## src/rtl/rgbr_pkg.sv

```systemverilog
// ----------------------------------------------------------------------------
// rgbr_pkg
// Shared widths, register codes and the job record passed from the
// classification front end to the averaging back end of the row resampler.
// ----------------------------------------------------------------------------
package rgbr_pkg;

  // default parameter values for the top level
  localparam int MAX_WIDTH_DEF = 4096;
  localparam int MAX_RATIO_DEF = 64;

  // field widths
  localparam int CFG_W     = 13;
  localparam int SUM_IN_W  = 24;
  localparam int CNT_IN_W  = 16;
  localparam int ACC_W     = 32;
  localparam int CNT_ACC_W = 24;
  localparam int CHAN_W    = 8;

  // repeat count of one job; holds the largest ratio the block supports (64)
  localparam int REPS_W = 7;

  // job queue between front and back
  localparam int QUEUE_DEPTH = 2;

  // configuration register indexes
  localparam int CFG_IDX_W = 1;
  typedef enum logic [CFG_IDX_W-1:0] {
    REG_SOURCE_WIDTH = 1'b0,
    REG_TARGET_WIDTH = 1'b1
  } cfg_reg_t;

  // configuration as seen by the front end
  typedef struct packed {
    logic [CFG_W-1:0] source_width;
    logic [CFG_W-1:0] target_width;
  } cfg_t;

  // one averaging job: channel sums, sample count and how often to emit it
  typedef struct packed {
    logic signed [ACC_W-1:0] red;
    logic signed [ACC_W-1:0] green;
    logic signed [ACC_W-1:0] blue;
    logic [CNT_ACC_W-1:0]    count;
    logic [REPS_W-1:0]       reps;
  } job_t;

endpackage

```

## src/rtl/rgbr_front.sv

```systemverilog
// ----------------------------------------------------------------------------
// rgbr_front
// Takes source pixels, runs the Bresenham error term and the column
// accumulators, and turns each finished column or repeated pixel into a job.
// ----------------------------------------------------------------------------
module rgbr_front #(
  parameter int MAX_WIDTH = rgbr_pkg::MAX_WIDTH_DEF,
  parameter int MAX_RATIO = rgbr_pkg::MAX_RATIO_DEF
) (
  input  logic                                  clk,
  input  logic                                  rst,
  input  rgbr_pkg::cfg_t                        cfg,
  input  logic                                  in_valid,
  output logic                                  in_ready,
  input  logic signed [rgbr_pkg::SUM_IN_W-1:0]  in_red,
  input  logic signed [rgbr_pkg::SUM_IN_W-1:0]  in_green,
  input  logic signed [rgbr_pkg::SUM_IN_W-1:0]  in_blue,
  input  logic [rgbr_pkg::CNT_IN_W-1:0]         in_count,
  input  logic                                  in_row_start,
  output rgbr_pkg::job_t                        job,
  output logic                                  push,
  input  logic                                  full
);
  import rgbr_pkg::*;

  localparam int WCAP = (MAX_WIDTH > (2**CFG_W - 1)) ? (2**CFG_W - 1) : MAX_WIDTH;
  localparam logic [CFG_W-1:0] WMAX = CFG_W'(WCAP);
  localparam int ERR_W = $clog2(WCAP + 1) + 4;
  localparam logic [REPS_W-1:0] RATIO_CAP = REPS_W'(MAX_RATIO);
  localparam logic signed [ACC_W-1:0] ACC_MAX = {1'b0, {(ACC_W-1){1'b1}}};
  localparam logic signed [ACC_W-1:0] ACC_MIN = {1'b1, {(ACC_W-1){1'b0}}};

  typedef enum logic [1:0] {
    F_IDLE = 2'b01,
    F_STEP = 2'b10
  } fstate_t;

  function automatic logic [CFG_W-1:0] eff_width(input logic [CFG_W-1:0] v);
    logic [CFG_W-1:0] r;
    if (v == '0) begin
      r = CFG_W'(1);
    end else if (v > WMAX) begin
      r = WMAX;
    end else begin
      r = v;
    end
    return r;
  endfunction

  function automatic logic signed [ACC_W-1:0] sat_acc(input logic signed [ACC_W:0] v);
    logic signed [ACC_W-1:0] r;
    if (v[ACC_W] != v[ACC_W-1]) begin
      r = v[ACC_W] ? ACC_MIN : ACC_MAX;
    end else begin
      r = v[ACC_W-1:0];
    end
    return r;
  endfunction

  fstate_t state;
  logic signed [ERR_W-1:0] err;
  logic signed [ACC_W-1:0] red_acc, green_acc, blue_acc;
  logic [CNT_ACC_W-1:0]    cnt_acc;
  logic signed [ACC_W-1:0] pix_red, pix_green, pix_blue;
  logic [CNT_ACC_W-1:0]    pix_count;
  logic [REPS_W-1:0]       reps;

  logic [CFG_W-1:0]        src_eff, tgt_eff;
  logic signed [ERR_W-1:0] src1, tgt1, src2, tgt2;
  logic                    shrink, accept;
  logic signed [ERR_W-1:0] err_start, err_shr;
  logic                    col_done;
  logic signed [ACC_W-1:0] red_base, green_base, blue_base;
  logic [CNT_ACC_W-1:0]    cnt_base;
  logic signed [ACC_W:0]   red_wide, green_wide, blue_wide;
  logic [CNT_ACC_W:0]      cnt_wide;
  logic signed [ACC_W-1:0] red_next, green_next, blue_next;
  logic [CNT_ACC_W-1:0]    cnt_next;
  logic                    step_done;

  // effective widths and the error increments
  always_comb begin
    src_eff = eff_width(cfg.source_width);
    tgt_eff = eff_width(cfg.target_width);
    src1    = $signed(ERR_W'(src_eff));
    tgt1    = $signed(ERR_W'(tgt_eff));
    src2    = $signed(ERR_W'({src_eff, 1'b0}));
    tgt2    = $signed(ERR_W'({tgt_eff, 1'b0}));
    shrink  = (tgt_eff <= src_eff);
  end

  assign in_ready = (state == F_IDLE) && !full;
  assign accept   = in_valid && in_ready;

  // row start reload and shrink step
  always_comb begin
    if (in_row_start) begin
      err_start  = shrink ? (src2 - tgt1) : (tgt2 - src1);
      red_base   = '0;
      green_base = '0;
      blue_base  = '0;
      cnt_base   = '0;
    end else begin
      err_start  = err;
      red_base   = red_acc;
      green_base = green_acc;
      blue_base  = blue_acc;
      cnt_base   = cnt_acc;
    end
    err_shr   = err_start - tgt2;
    col_done  = err_shr[ERR_W-1];
    red_wide   = (ACC_W+1)'(red_base) + (ACC_W+1)'(in_red);
    green_wide = (ACC_W+1)'(green_base) + (ACC_W+1)'(in_green);
    blue_wide  = (ACC_W+1)'(blue_base) + (ACC_W+1)'(in_blue);
    cnt_wide   = {1'b0, cnt_base} + (CNT_ACC_W+1)'(in_count);
    red_next   = sat_acc(red_wide);
    green_next = sat_acc(green_wide);
    blue_next  = sat_acc(blue_wide);
    cnt_next   = cnt_wide[CNT_ACC_W] ? '1 : cnt_wide[CNT_ACC_W-1:0];
  end

  // repeat loop finishes once the error term is negative and any due job can be pushed
  assign step_done = (state == F_STEP) && err[ERR_W-1] && ((reps == '0) || !full);

  // job handed to the queue
  always_comb begin
    job.red   = pix_red;
    job.green = pix_green;
    job.blue  = pix_blue;
    job.count = pix_count;
    job.reps  = reps;
    push      = 1'b0;
    if (state == F_IDLE) begin
      job.red   = red_next;
      job.green = green_next;
      job.blue  = blue_next;
      job.count = cnt_next;
      job.reps  = REPS_W'(1);
      push      = accept && shrink && col_done;
    end else begin
      push = step_done && (reps != '0);
    end
  end

  // error term, accumulators and repeat loop
  always_ff @(posedge clk) begin
    if (rst) begin
      state     <= F_IDLE;
      err       <= '0;
      red_acc   <= '0;
      green_acc <= '0;
      blue_acc  <= '0;
      cnt_acc   <= '0;
      reps      <= '0;
    end else begin
      unique case (state)
        F_IDLE: begin
          if (accept) begin
            if (shrink) begin
              if (col_done) begin
                err       <= err_shr + src2;
                red_acc   <= '0;
                green_acc <= '0;
                blue_acc  <= '0;
                cnt_acc   <= '0;
              end else begin
                err       <= err_shr;
                red_acc   <= red_next;
                green_acc <= green_next;
                blue_acc  <= blue_next;
                cnt_acc   <= cnt_next;
              end
            end else begin
              err       <= err_start;
              red_acc   <= '0;
              green_acc <= '0;
              blue_acc  <= '0;
              cnt_acc   <= '0;
              reps      <= '0;
              state     <= F_STEP;
            end
          end
        end
        F_STEP: begin
          if (!err[ERR_W-1]) begin
            err <= err - src2;
            if (reps != RATIO_CAP) begin
              reps <= reps + REPS_W'(1);
            end
          end else if (step_done) begin
            err   <= err + tgt2;
            state <= F_IDLE;
          end
        end
        default: state <= F_IDLE;
      endcase
    end
  end

  // pixel held for the repeat loop
  always_ff @(posedge clk) begin
    if (accept && !shrink) begin
      pix_red   <= ACC_W'(in_red);
      pix_green <= ACC_W'(in_green);
      pix_blue  <= ACC_W'(in_blue);
      pix_count <= CNT_ACC_W'(in_count);
    end
  end

endmodule

```

## src/rtl/rgbr_queue.sv

```systemverilog
// ----------------------------------------------------------------------------
// rgbr_queue
// Short job queue that lets the front end and the back end stall on their own.
// ----------------------------------------------------------------------------
module rgbr_queue (
  input  logic           clk,
  input  logic           rst,
  input  rgbr_pkg::job_t wr_job,
  input  logic           push,
  output logic           full,
  output rgbr_pkg::job_t rd_job,
  input  logic           pop,
  output logic           empty
);
  import rgbr_pkg::*;

  localparam int PTR_W = (QUEUE_DEPTH > 1) ? $clog2(QUEUE_DEPTH) : 1;
  localparam int CNT_W = $clog2(QUEUE_DEPTH + 1);
  localparam logic [CNT_W-1:0] DEPTH_CNT = CNT_W'(QUEUE_DEPTH);
  localparam logic [PTR_W-1:0] LAST_PTR  = PTR_W'(QUEUE_DEPTH - 1);

  job_t             slots [QUEUE_DEPTH];
  logic [PTR_W-1:0] wr_ptr, rd_ptr;
  logic [CNT_W-1:0] fill;

  assign full   = (fill == DEPTH_CNT);
  assign empty  = (fill == '0);
  assign rd_job = slots[rd_ptr];

  // pointers and fill level
  always_ff @(posedge clk) begin
    if (rst) begin
      wr_ptr <= '0;
      rd_ptr <= '0;
      fill   <= '0;
    end else begin
      if (push) begin
        wr_ptr <= (wr_ptr == LAST_PTR) ? '0 : wr_ptr + PTR_W'(1);
      end
      if (pop) begin
        rd_ptr <= (rd_ptr == LAST_PTR) ? '0 : rd_ptr + PTR_W'(1);
      end
      if (push && !pop) begin
        fill <= fill + CNT_W'(1);
      end else if (pop && !push) begin
        fill <= fill - CNT_W'(1);
      end
    end
  end

  // job storage
  always_ff @(posedge clk) begin
    if (push) begin
      slots[wr_ptr] <= wr_job;
    end
  end

  // overrun and underrun checks
  assert property (@(posedge clk) disable iff (rst) push |-> !full)
    else $error("job written into a full queue");
  assert property (@(posedge clk) disable iff (rst) pop |-> !empty)
    else $error("job read from an empty queue");

endmodule

```

## src/rtl/rgbr_back.sv

```systemverilog
// ----------------------------------------------------------------------------
// rgbr_back
// Divides each job's channel sums by its sample count one quotient bit per
// cycle, clamps to 0..255 and emits the pixel as often as the job asks.
// ----------------------------------------------------------------------------
module rgbr_back (
  input  logic                        clk,
  input  logic                        rst,
  input  rgbr_pkg::job_t              job,
  input  logic                        empty,
  output logic                        pop,
  output logic                        out_valid,
  input  logic                        out_ready,
  output logic [rgbr_pkg::CHAN_W-1:0] out_red,
  output logic [rgbr_pkg::CHAN_W-1:0] out_green,
  output logic [rgbr_pkg::CHAN_W-1:0] out_blue,
  output logic                        out_empty,
  output logic                        out_last
);
  import rgbr_pkg::*;

  localparam int NCH   = 3;
  localparam int REM_W = ACC_W - 1;
  localparam int STP_W = $clog2(CHAN_W);
  localparam logic [STP_W-1:0] LAST_STEP = STP_W'(CHAN_W - 1);

  typedef enum logic [2:0] {
    B_IDLE = 3'b001,
    B_DIV  = 3'b010,
    B_EMIT = 3'b100
  } bstate_t;

  bstate_t state;
  logic [REM_W-1:0]  rem [NCH];
  logic [CHAN_W-1:0] quo [NCH];
  logic [NCH-1:0]    neg, sat;
  logic [REM_W-1:0]  dvs;
  logic [STP_W-1:0]  step;
  logic              is_empty;
  logic [REPS_W-1:0] reps_left;

  logic signed [ACC_W-1:0] sum_in [NCH];
  logic [CHAN_W-1:0]       chan_res [NCH];
  logic                    load_out;

  assign sum_in[0] = job.red;
  assign sum_in[1] = job.green;
  assign sum_in[2] = job.blue;

  assign pop      = (state == B_IDLE) && !empty;
  assign load_out = (state == B_EMIT) && (!out_valid || out_ready);

  // clamped channel values
  always_comb begin
    for (int c = 0; c < NCH; c++) begin
      if (is_empty || neg[c]) begin
        chan_res[c] = '0;
      end else if (sat[c]) begin
        chan_res[c] = '1;
      end else begin
        chan_res[c] = quo[c];
      end
    end
  end

  // sequencer
  always_ff @(posedge clk) begin
    if (rst) begin
      state     <= B_IDLE;
      reps_left <= '0;
      step      <= '0;
    end else begin
      unique case (state)
        B_IDLE: begin
          if (!empty) begin
            reps_left <= job.reps;
            step      <= '0;
            state     <= (job.count == '0) ? B_EMIT : B_DIV;
          end
        end
        B_DIV: begin
          step <= step + STP_W'(1);
          if (step == LAST_STEP) begin
            state <= B_EMIT;
          end
        end
        B_EMIT: begin
          if (load_out) begin
            reps_left <= reps_left - REPS_W'(1);
            if (reps_left == REPS_W'(1)) begin
              state <= B_IDLE;
            end
          end
        end
        default: state <= B_IDLE;
      endcase
    end
  end

  // restoring divide, one quotient bit per cycle for all three channels
  always_ff @(posedge clk) begin
    if (pop) begin
      is_empty <= (job.count == '0);
      dvs      <= REM_W'(job.count) << (CHAN_W - 1);
      for (int c = 0; c < NCH; c++) begin
        neg[c] <= sum_in[c][ACC_W-1] || (sum_in[c] == '0);
        sat[c] <= ({1'b0, sum_in[c][ACC_W-2:CHAN_W]} >= job.count);
        rem[c] <= sum_in[c][REM_W-1:0];
        quo[c] <= '0;
      end
    end else if (state == B_DIV) begin
      dvs <= dvs >> 1;
      for (int c = 0; c < NCH; c++) begin
        if (rem[c] >= dvs) begin
          rem[c] <= rem[c] - dvs;
          quo[c] <= {quo[c][CHAN_W-2:0], 1'b1};
        end else begin
          quo[c] <= {quo[c][CHAN_W-2:0], 1'b0};
        end
      end
    end
  end

  // output register
  always_ff @(posedge clk) begin
    if (rst) begin
      out_valid <= 1'b0;
    end else if (load_out) begin
      out_valid <= 1'b1;
    end else if (out_ready) begin
      out_valid <= 1'b0;
    end
  end

  always_ff @(posedge clk) begin
    if (load_out) begin
      out_red   <= chan_res[0];
      out_green <= chan_res[1];
      out_blue  <= chan_res[2];
      out_empty <= is_empty;
      out_last  <= (reps_left == REPS_W'(1));
    end
  end

  // emit phase always has a repeat left to send
  assert property (@(posedge clk) disable iff (rst) (state == B_EMIT) |-> (reps_left != '0))
    else $error("emit phase entered with no repeats left");
  // an empty marker carries zero channels
  assert property (@(posedge clk) disable iff (rst)
    (out_valid && out_empty) |-> (out_red == '0 && out_green == '0 && out_blue == '0))
    else $error("empty marker with nonzero channels");

endmodule

```

## src/rtl/rgb_row_resampler.sv

```systemverilog
// ----------------------------------------------------------------------------
// rgb_row_resampler
// Bresenham row scaler for accumulated RGB pixels with box-filter averaging.
// ----------------------------------------------------------------------------
// Scales one row from source_width to target_width pixels. When shrinking,
// the front end takes one source pixel per cycle while the job queue is not
// full and sums it into the current column; when enlarging it holds each
// source pixel while a repeat loop subtracts from the error term once per
// repeat it asks for (one subtract of the repeat loop per cycle). Each
// finished column or repeated pixel is queued for the back end, which runs a
// restoring divide of the channel sums by the sample count (skipped when the
// count is zero) and then emits the pixel once per repeat; it finishes one
// job before it takes the next from the queue.
// Pixels with a zero count come out as empty markers.
// Configuration writes are taken at any time but belong between items.
module rgb_row_resampler #(
  parameter int MAX_WIDTH = rgbr_pkg::MAX_WIDTH_DEF,
  parameter int MAX_RATIO = rgbr_pkg::MAX_RATIO_DEF
) (
  input  logic                               clk,
  input  logic                               rst,
  // configuration writes
  input  logic                               cfg_valid,
  output logic                               cfg_ready,
  input  logic [rgbr_pkg::CFG_IDX_W-1:0]     cfg_index,
  input  logic [rgbr_pkg::CFG_W-1:0]         cfg_data,
  // source pixels
  input  logic                               s_axis_tvalid,
  output logic                               s_axis_tready,
  input  logic [87:0]                        s_axis_tdata,  // red_sum, green_sum, blue_sum, sample_count
  input  logic [0:0]                         s_axis_tuser,  // row_start
  // resampled pixels
  output logic                               m_axis_tvalid,
  input  logic                               m_axis_tready,
  output logic [23:0]                        m_axis_tdata,  // red_out, green_out, blue_out
  output logic [0:0]                         m_axis_tuser,  // empty_res
  output logic                               m_axis_tlast
);
  import rgbr_pkg::*;

  cfg_t cfg;
  job_t front_job, queue_job;
  logic push, full, pop, empty;
  logic [CHAN_W-1:0] red_out, green_out, blue_out;
  logic empty_res;

  // configuration registers
  assign cfg_ready = 1'b1;

  always_ff @(posedge clk) begin
    if (rst) begin
      cfg.source_width <= CFG_W'(1);
      cfg.target_width <= CFG_W'(1);
    end else if (cfg_valid && cfg_ready) begin
      unique case (cfg_reg_t'(cfg_index))
        REG_SOURCE_WIDTH: cfg.source_width <= cfg_data;
        REG_TARGET_WIDTH: cfg.target_width <= cfg_data;
      endcase
    end
  end

  // classification and error term
  rgbr_front #(
    .MAX_WIDTH (MAX_WIDTH),
    .MAX_RATIO (MAX_RATIO)
  ) u_front (
    .clk          (clk),
    .rst          (rst),
    .cfg          (cfg),
    .in_valid     (s_axis_tvalid),
    .in_ready     (s_axis_tready),
    .in_red       ($signed(s_axis_tdata[23:0])),
    .in_green     ($signed(s_axis_tdata[47:24])),
    .in_blue      ($signed(s_axis_tdata[71:48])),
    .in_count     (s_axis_tdata[87:72]),
    .in_row_start (s_axis_tuser[0]),
    .job          (front_job),
    .push         (push),
    .full         (full)
  );

  // job queue
  rgbr_queue u_queue (
    .clk    (clk),
    .rst    (rst),
    .wr_job (front_job),
    .push   (push),
    .full   (full),
    .rd_job (queue_job),
    .pop    (pop),
    .empty  (empty)
  );

  // averaging and emission
  rgbr_back u_back (
    .clk       (clk),
    .rst       (rst),
    .job       (queue_job),
    .empty     (empty),
    .pop       (pop),
    .out_valid (m_axis_tvalid),
    .out_ready (m_axis_tready),
    .out_red   (red_out),
    .out_green (green_out),
    .out_blue  (blue_out),
    .out_empty (empty_res),
    .out_last  (m_axis_tlast)
  );

  assign m_axis_tdata = {blue_out, green_out, red_out};
  assign m_axis_tuser = empty_res;

endmodule
```

## config.mk

```make
export PLATFORM = sky130hd
export DESIGN_NAME = rgb_row_resampler
export DESIGN_NICKNAME = d
export VERILOG_FILES = /design/src/rtl/rgbr_pkg.sv /design/src/rtl/rgbr_front.sv /design/src/rtl/rgbr_queue.sv /design/src/rtl/rgbr_back.sv /design/src/rtl/rgb_row_resampler.sv
export SDC_FILE = /design/constraint.sdc
export NUM_CORES = 2
export LEC_CHECK = 0
export BUFFER_PORTS_ARGS = -buffer_cell sky130_fd_sc_hd__buf_2
export CAP_MARGIN = 20
export CORE_MARGIN = 1
export CORE_UTILIZATION = 41
export DETAILED_ROUTE_END_ITERATION = 10
export PLACE_DENSITY = 0.67
export SLEW_MARGIN = 10
export SYNTH_ARGS = -nofsm -noshare
export SYNTH_HDL_FRONTEND = slang
export SYNTH_SLANG_ARGS = --single-unit
export TNS_END_PERCENT = 10
```

## constraint.sdc

```tcl
create_clock -name clk -period 13.5 [get_ports clk]
set_input_delay 0 -clock clk [delete_from_list [all_inputs] [get_ports clk]]
set_output_delay 0 -clock clk [all_outputs]
set_load 0.02 [all_outputs]
```

# --- Yosys cells after proc, flatten, opt, wreduce, memory -nomap -nowiden ---
# Memories as Yosys holds them, arrays and structs flattened. A register that Yosys moved wholly into a read port is not among the register bits.
# Index checks and enable logic that the tools add are counted.
word_totals:
  inputBits: 108
  elab_cells: 251
  mem_bits_rw: 371
  out_inout_bits: 29
  register_bits: 342
  n_memories: 3
memory_table:
  columns: ["memory", "depth", "word_bits", "read_ports", "rd_ports_with_merged_regs", "write_ports", "line", "source"]
  rows:
  - ["u_queue.slots", 2, 127, 1, 1, 1, "rgbr_queue.sv:22", "job_t slots [QUEUE_DEPTH];"]
  - ["u_back.rem", 3, 31, 3, 0, 3, "rgbr_back.sv:34", "logic [REM_W-1:0] rem [NCH];"]
  - ["u_back.quo", 3, 8, 3, 0, 3, "rgbr_back.sv:35", "logic [CHAN_W-1:0] quo [NCH];"]
classes:
  n_mux: 104
  n_eq_ne: 23
  bitwise: 10
  n_reduce_logical: 51
  add_sub_neg: 20
  magnitude_cmp: 9
op_table:
  columns: ["cell", "n"]
  rows:
  - ["32-bit two-way mux", 15]
  - ["31-bit two-way mux", 5]
  - ["127-bit two-way mux", 1]
  - ["17-bit two-way mux", 7]
  - ["32-bit by 24-bit adder with 33-bit output", 3]
  - ["32-bit zero test", 3]
  - ["24-bit two-way mux", 4]
  - ["31-bit >= comparator", 3]
  - ["31-bit subtractor", 3]
  - ["23-bit by 24-bit >= comparator with 1-bit output", 3]
  - ["8-bit two-way mux", 9]
  - ["13-bit two-way mux", 4]
  - ["7-bit two-way mux", 6]
  - ["1-bit two-way mux", 35]
  - ["17-bit by 15-bit adder with 17-bit output", 2]
  - ["17-bit case mux with 2 select lines", 1]
  - ["17-bit by 15-bit subtractor with 17-bit output", 2]
  - ["14-bit by 13-bit subtractor with 15-bit output", 2]
  - ["7-bit case mux with 2 select lines", 2]
  - ["13-bit > comparator (second input constant)", 2]
  - ["13-bit zero test", 2]
  - ["24-bit by 16-bit adder with 25-bit output", 1]
  - ["24-bit zero test", 1]
  - ["3-bit two-way mux", 6]
  - ["other kinds (35)", 95]

# --- Depth between registers and ports, before layout ---
depth:
  depth_word: 13
  mapped_depth: 32
  mapped_depth_nobuf: 31

# --- Hierarchy ---
# Synthesis repeated with hierarchy kept, for this count alone.
unflattened:
  cells_unflattened: 4694
  area_unflattened_um2: 46369.5
by_module_without_submodules:
  columns: ["module", "area_per_inst_um2", "seq_area_each_um2", "n_inst", "cells_each"]
  rows:
  - ["rgbr_front", 20571.0, 5545.3, 1, 2631]
  - ["rgbr_back", 15208.3, 5635.4, 1, 1543]
  - ["rgbr_queue", 9476.6, 7727.4, 1, 417]
  - ["rgb_row_resampler", 1113.6, 520.5, 1, 103]

# --- Worst setup path before layout ---
# OpenSTA, ideal clock, no wires.
synth_timing:
  kind: "reg-to-reg"
  startpoint: "reg cfg[12] (netlist name)"
  endpoint: "mem u_queue.slots[0][0] (netlist bit) (enable)"
  setup_time_ns: 0.629
  t_arrival_ns: 10.811
  n_path_buf: 5
  period_less_slack_ns: 11.440
  slack_ns: 2.060
  t_required_ns: 12.871
  path_stages_with_launch: 27
  cell_sequence: "dfxtp_1 > inv_1 > clkbuf_1 > nand2_1 > inv_1 > ha_1 > nor2b_1 > o21ai_0 > a311oi_1 > o31a_1 > clkbuf_1 > buf_1 > clkbuf_1 > nor2_1 > a21oi_1 > a21oi_1 > ha_1 > o21a_1 > o2111a_1 > o21ai_0 > a21o_1 > nand2_1 > a2bb2oi_1 > o21ai_2 > buf_2 > o32ai_1 > nor2b_1"
synth_between:
  elab_chain_cells: 11
  word_cells_on_any_way: 15
  cone_classes: "add/sub (3); order compare (2); mux (7); reduce/logical (3)"
synth_lines:
  columns: ["element", "line", "source"]
  rows:
  - ["13-bit > comparator", "rgbr_front.sv:42", "end else if (v > WMAX) begin"]
  - ["13-bit two-way mux", "rgbr_front.sv:42", null]
  - ["13-bit two-way mux (*)", "rgbr_front.sv:40", "if (v == '0) begin"]
  - ["14-bit by 13-bit subtractor with 15-bit output / 13-bit less-or-equal comparator (equally long branches)", "rgbr_front.sv:98, rgbr_front.sv:89", null]
  - ["17-bit two-way mux", "rgbr_front.sv:98", "err_start = shrink ? (src2 - tgt1) : (tgt2 - src1);"]
  - ["17-bit two-way mux", "rgbr_front.sv:97", "if (in_row_start) begin"]
  - ["17-bit by 15-bit subtractor with 17-bit output", "rgbr_front.sv:110", "err_shr = err_start - tgt2;"]
  - ["1-bit logical AND (*)", "rgbr_front.sv:139", "push = accept && shrink && col_done;"]
  - ["1-bit two-way mux (*)", "rgbr_front.sv:133", "if (state == F_IDLE) begin"]
  - ["net push", "rgb_row_resampler.sv:43", "logic push, full, pop, empty;"]
  - ["1-bit two-way mux (*)", "rgbr_queue.sv:53", "if (push) begin"]
  - ["1-bit two-way mux (not written as such) (*)", "rgbr_queue.sv:54", "slots[wr_ptr] <= wr_job;"]
  - ["end: declaration", "rgbr_queue.sv:22", null]
# The timed path passes the listed nets; every way through them passes the cells marked *.

# --- Worst setup path after layout ---
layout_timing:
  startpoint: "reg cfg[12] (netlist name)"
  endpoint: "mem u_queue.slots[1][102] (netlist bit) (enable)"
layout_between:
  elab_chain_cells: 11
  word_cells_on_any_way: 15
  cone_classes: "add/sub (3); order compare (2); mux (7); reduce/logical (3)"
layout_lines:
  columns: ["element", "line"]
  rows:
  - ["13-bit > comparator", "rgbr_front.sv:42"]
  - ["13-bit two-way mux", "rgbr_front.sv:42"]
  - ["13-bit two-way mux (*)", "rgbr_front.sv:40"]
  - ["14-bit by 13-bit subtractor with 15-bit output / 13-bit less-or-equal comparator (equally long branches)", "rgbr_front.sv:98, rgbr_front.sv:89"]
  - ["17-bit two-way mux", "rgbr_front.sv:98"]
  - ["17-bit two-way mux", "rgbr_front.sv:97"]
  - ["17-bit by 15-bit subtractor with 17-bit output", "rgbr_front.sv:110"]
  - ["1-bit logical AND (*)", "rgbr_front.sv:139"]
  - ["1-bit two-way mux (*)", "rgbr_front.sv:133"]
  - ["net push", "rgb_row_resampler.sv:43"]
  - ["1-bit two-way mux (*)", "rgbr_queue.sv:53"]
  - ["1-bit two-way mux (not written as such) (*)", "rgbr_queue.sv:54"]
# Marked as above.

==> run summary <==
Die span in y = 333.9 um
Crit path arrival time = 8.11 ns
Clk slew on worst S/H paths = 0.07 ns
Final #Nets = 5403
R2r worst-path depth = 23
Pin count of the biggest net entering global routing = 90
Routed vias/inst = 5.720
DRC Markers = 0
Relative slew slack = 16.08%
WL/cell = 20.12 um
Mapped Area = 45160 sq um
CP Max Fanout = 71
Gr ovfl total = 0
F_max = 127.9 MHz
Die area = 111500 sq um
Wire length of the first global-routing pass = 196.3 mm
CP endpoint kind = register
Total Routing Usage GR = 22.38%
Hold Path Depth = 2
Worst endpoint required time = 13.79 ns
Syn nets = 5198
Row Count = 121
Initial antenna violation count = 0
Cell Pwr Density = 208.7 nW/um^2
Post-CTS setup buffer count = 0
Worst setup margin = 5.679 ns
Diodes inserted = 0
Area share of xor/xnor cells in the synthesized design = 4.577%
Final Power = 10.69 mW
ANT nets after route = 0
Slew Limit Fails = 0
GP Congestion = 0.9438
Complex-gate fraction of the synthesized area = 19.68%
Setup crit start = cfg[12]
Period minus WS final = 7.821 ns
Yosys reg bits = 713
Cell Chain, Critical Path = inv_1 > nand2_1 > inv_1 > ha_1 > nor2b_1 > o21ai_0 > a311oi_1 > o31a_1 > buf_4 > nand2_1 > o211ai_1 > o21ai_0 > ha_1 > nor2b_1 > o31a_1 > o21ai_0 > a21o_1 > nand3_1 > a2bb2oi_1 > o21ai_2 > o32ai_1 > and2_4 > buf_4
Static Leak = 20.41 nW
Clock sinks = 713
Worst hold path startpoint = s_axis_tdata[55]
CP Buf/Inv Count = 4
Async set-reset flop share out of synthesis = 0%
Final setup fails = 0
Die X = 333.9 um
Non-filler cells in the finished layout = 6391
Synth warn = 0
Maxcap violations = 0
Most common cell after layout, fill and taps aside = edfxtp_1
Post-Syn Instances = 4704
Total vias in the final route = 36556
I/O pin count = 137
Seq/Total Area, Yosys = 43.02%
Mux contribution to synthesized area = 3.485%
Commonest cells after routing, fill and taps aside = edfxtp_1 (515), nand2_1 (433), a21oi_1 (423)
FF-to-FF setup slack = 5.68 ns
Endpoints failing hold = 0
CP max stage delay = 0.85 ns
Fillers = 10186
CTS Buf Count = 81
Final core utilization = 46.97%
RSZ-0062 raised after global routing = no
Simple-gate portion of the synthesized area = 14.92%
DP HPWL = 92.57 mm
Largest family of logic cells by synthesized area = compound AO/OA/AOI/OAI gates
Adder-cell share of the synthesized area = 10.93%
CTS tree = done
Min-delay worst type = input pin to register
Outcome = completed
Most used cell, CP = o21ai_0
Worst R2R Start = cfg[12]
Cell count after placement = 6119
Clk buf depth = 3
Ratio of cells with drive above 1 in the final layout = 8.780%
Reg2reg end = u_queue.slots[1][102]
Setup TNS = 0 ns
Initial DRC Count = 3234
Routed WL = 128.6 mm
Pre-CTS setup slack = 5.845 ns
Core area = 109000 sq um
Measured slew at the worst slew-check pin = 1.224 ns
Clk_lat worst skew = 0.68 ns
Hold Path End = u_front.pix_blue[7]
Yosys cell types = 97
Avg Synthesized Cell Area = 9.601 sq um
Port Buf Inserts = 135
Crit path max-delay cell type = and2_4
Tcrit/Tclk final = 57.93%
Delay-heaviest family, CP = compound AO/OA/AOI/OAI gates
1st-pass router iterations = 6
Clock Skew = 0.02574 ns
EDFF count, synth = 515
H-tree depth = 3
Kind of critical path = register to register
Peak supply drop = 0.1056 mV
Root buf cell = clkbuf_16
Vias in the first global route = 34142
Layout area overhead = 13.37%
Worst setup SP type = register
Initial Utilization = 41.43%
Most used DFF post-synth = edfxtp_1
==> synth_stat cells, types with 29 or more instances <==
cell type	n	area share (%)
xnor2_1	148	2.9
o211ai_1	32	0.53
and2_1	39	0.54
nor4_1	39	0.54
mux2i_1	101	2.2
nand4_1	45	0.62
a21oi_1	424	4.7
a211oi_1	40	0.66
nor2b_1	167	2.3
nand2b_1	44	0.61
o21ai_0	307	3.4
o21bai_1	37	0.62
ha_1	373	10
inv_1	197	1.6
o2bb2ai_1	38	0.74
edfxtp_1	515	34
dfxtp_1	198	8.8
a21o_1	163	2.7
o21a_1	79	1.3
nor2_1	424	3.5
clkbuf_1	135	1.1
mux2_2	50	1.2
xor2_1	88	1.7
nand2_1	434	3.6
o22ai_1	35	0.48
nor3_1	67	0.74
nand3_1	69	0.76
a31oi_1	29	0.40
==> logic make-up after synthesis <==
| family | count (synthesis) |
|---|---|
| buffers and inverters | 384 |
| AND/OR/NAND/NOR | 1435 |
| XOR/XNOR | 236 |
| other | 1 |
| AO/OA/AOI/OAI | 1397 |
| adder cells (fa/ha/maj) | 387 |
| multiplexers | 151 |
| flip-flops | 713 |
==> worst register-to-register path, cell delays in order, from the launching register on <==
cell,delay [ns]
dfxtp_1,0.55
inv_1,0.35
nand2_1,0.35
inv_1,0.23
ha_1,0.35
nor2b_1,0.13
o21ai_0,0.12
a311oi_1,0.40
o31a_1,0.20
buf_4,0.35
nand2_1,0.10
o211ai_1,0.12
o21ai_0,0.17
ha_1,0.33
nor2b_1,0.14
o31a_1,0.31
o21ai_0,0.35
a21o_1,0.21
nand3_1,0.13
a2bb2oi_1,0.44
o21ai_2,0.12
o32ai_1,0.30
and2_4,0.85
buf_4,0.78
==> worst max-delay path by stage <==
stage                                 end  depth (start not counted)
floorplan             u_queue.slots[0][0]                         26
global placement    u_queue.slots[1][100]                         24
detailed placement  u_queue.slots[1][101]                         23
CTS                 u_queue.slots[1][102]                         23
global route        u_queue.slots[1][102]                         24
finish              u_queue.slots[1][102]                         23
==> report_power, final <==
group          internal, mW  switching (mW)
sequential             3.06           0.219
combinational          1.92            3.26
clock                  1.27           0.959
==> per-stage QoR <==
step | instance area (sq um) | hold slack, ns
6_report | 51200 | 0.06379
4_1_cts | 51200 | 0.01709
2_1_floorplan | 45160 | 0.09887
3_5_place_dp | 47310 | 0.1977
3_3_place_gp | 47310 | 0.1956
5_1_grt | 51200 | 0.04921
==> registers in the layout (all words and copies together) (netlist names), 26 cells and up, named ones only <==
register / cells
u_front.green_acc: 32
u_front.blue_acc: 32
u_back.dvs: 31
cfg: 26
u_back.rem: 93
u_front.red_acc: 32
u_queue.slots: 254
==> timing repair <==
item                                    in CTS  in global routing
gates resized for setup                      0                  0
hold buffers                               120                  0
endpoints found under the hold margin      194                  0
endpoints found under the setup margin       0                  0
==> cell type report <==
class                      count  area [sq um]  area share (%)
sequential                   713         19430           37.95
clock inverter                46         475.5          0.9286
clock buffer                 105          2208           4.313
multi-input combinational   3607         24280           47.42
timing repair buffer         307          2286           4.464
tap                         1414          1769           3.455
inverter                     199         749.5           1.464
==> routing by layer <==
layer	track usage [%]	vias to the layer above	part of all wire [%]
li1	-	17697	-
met1	30.99	17404	45
met2	36.10	1256	46
met3	2.737	199	6.6
met4	7.505	0	2.9
met5	0	-	0
Note: power is estimated with default switching activity, not from simulation.
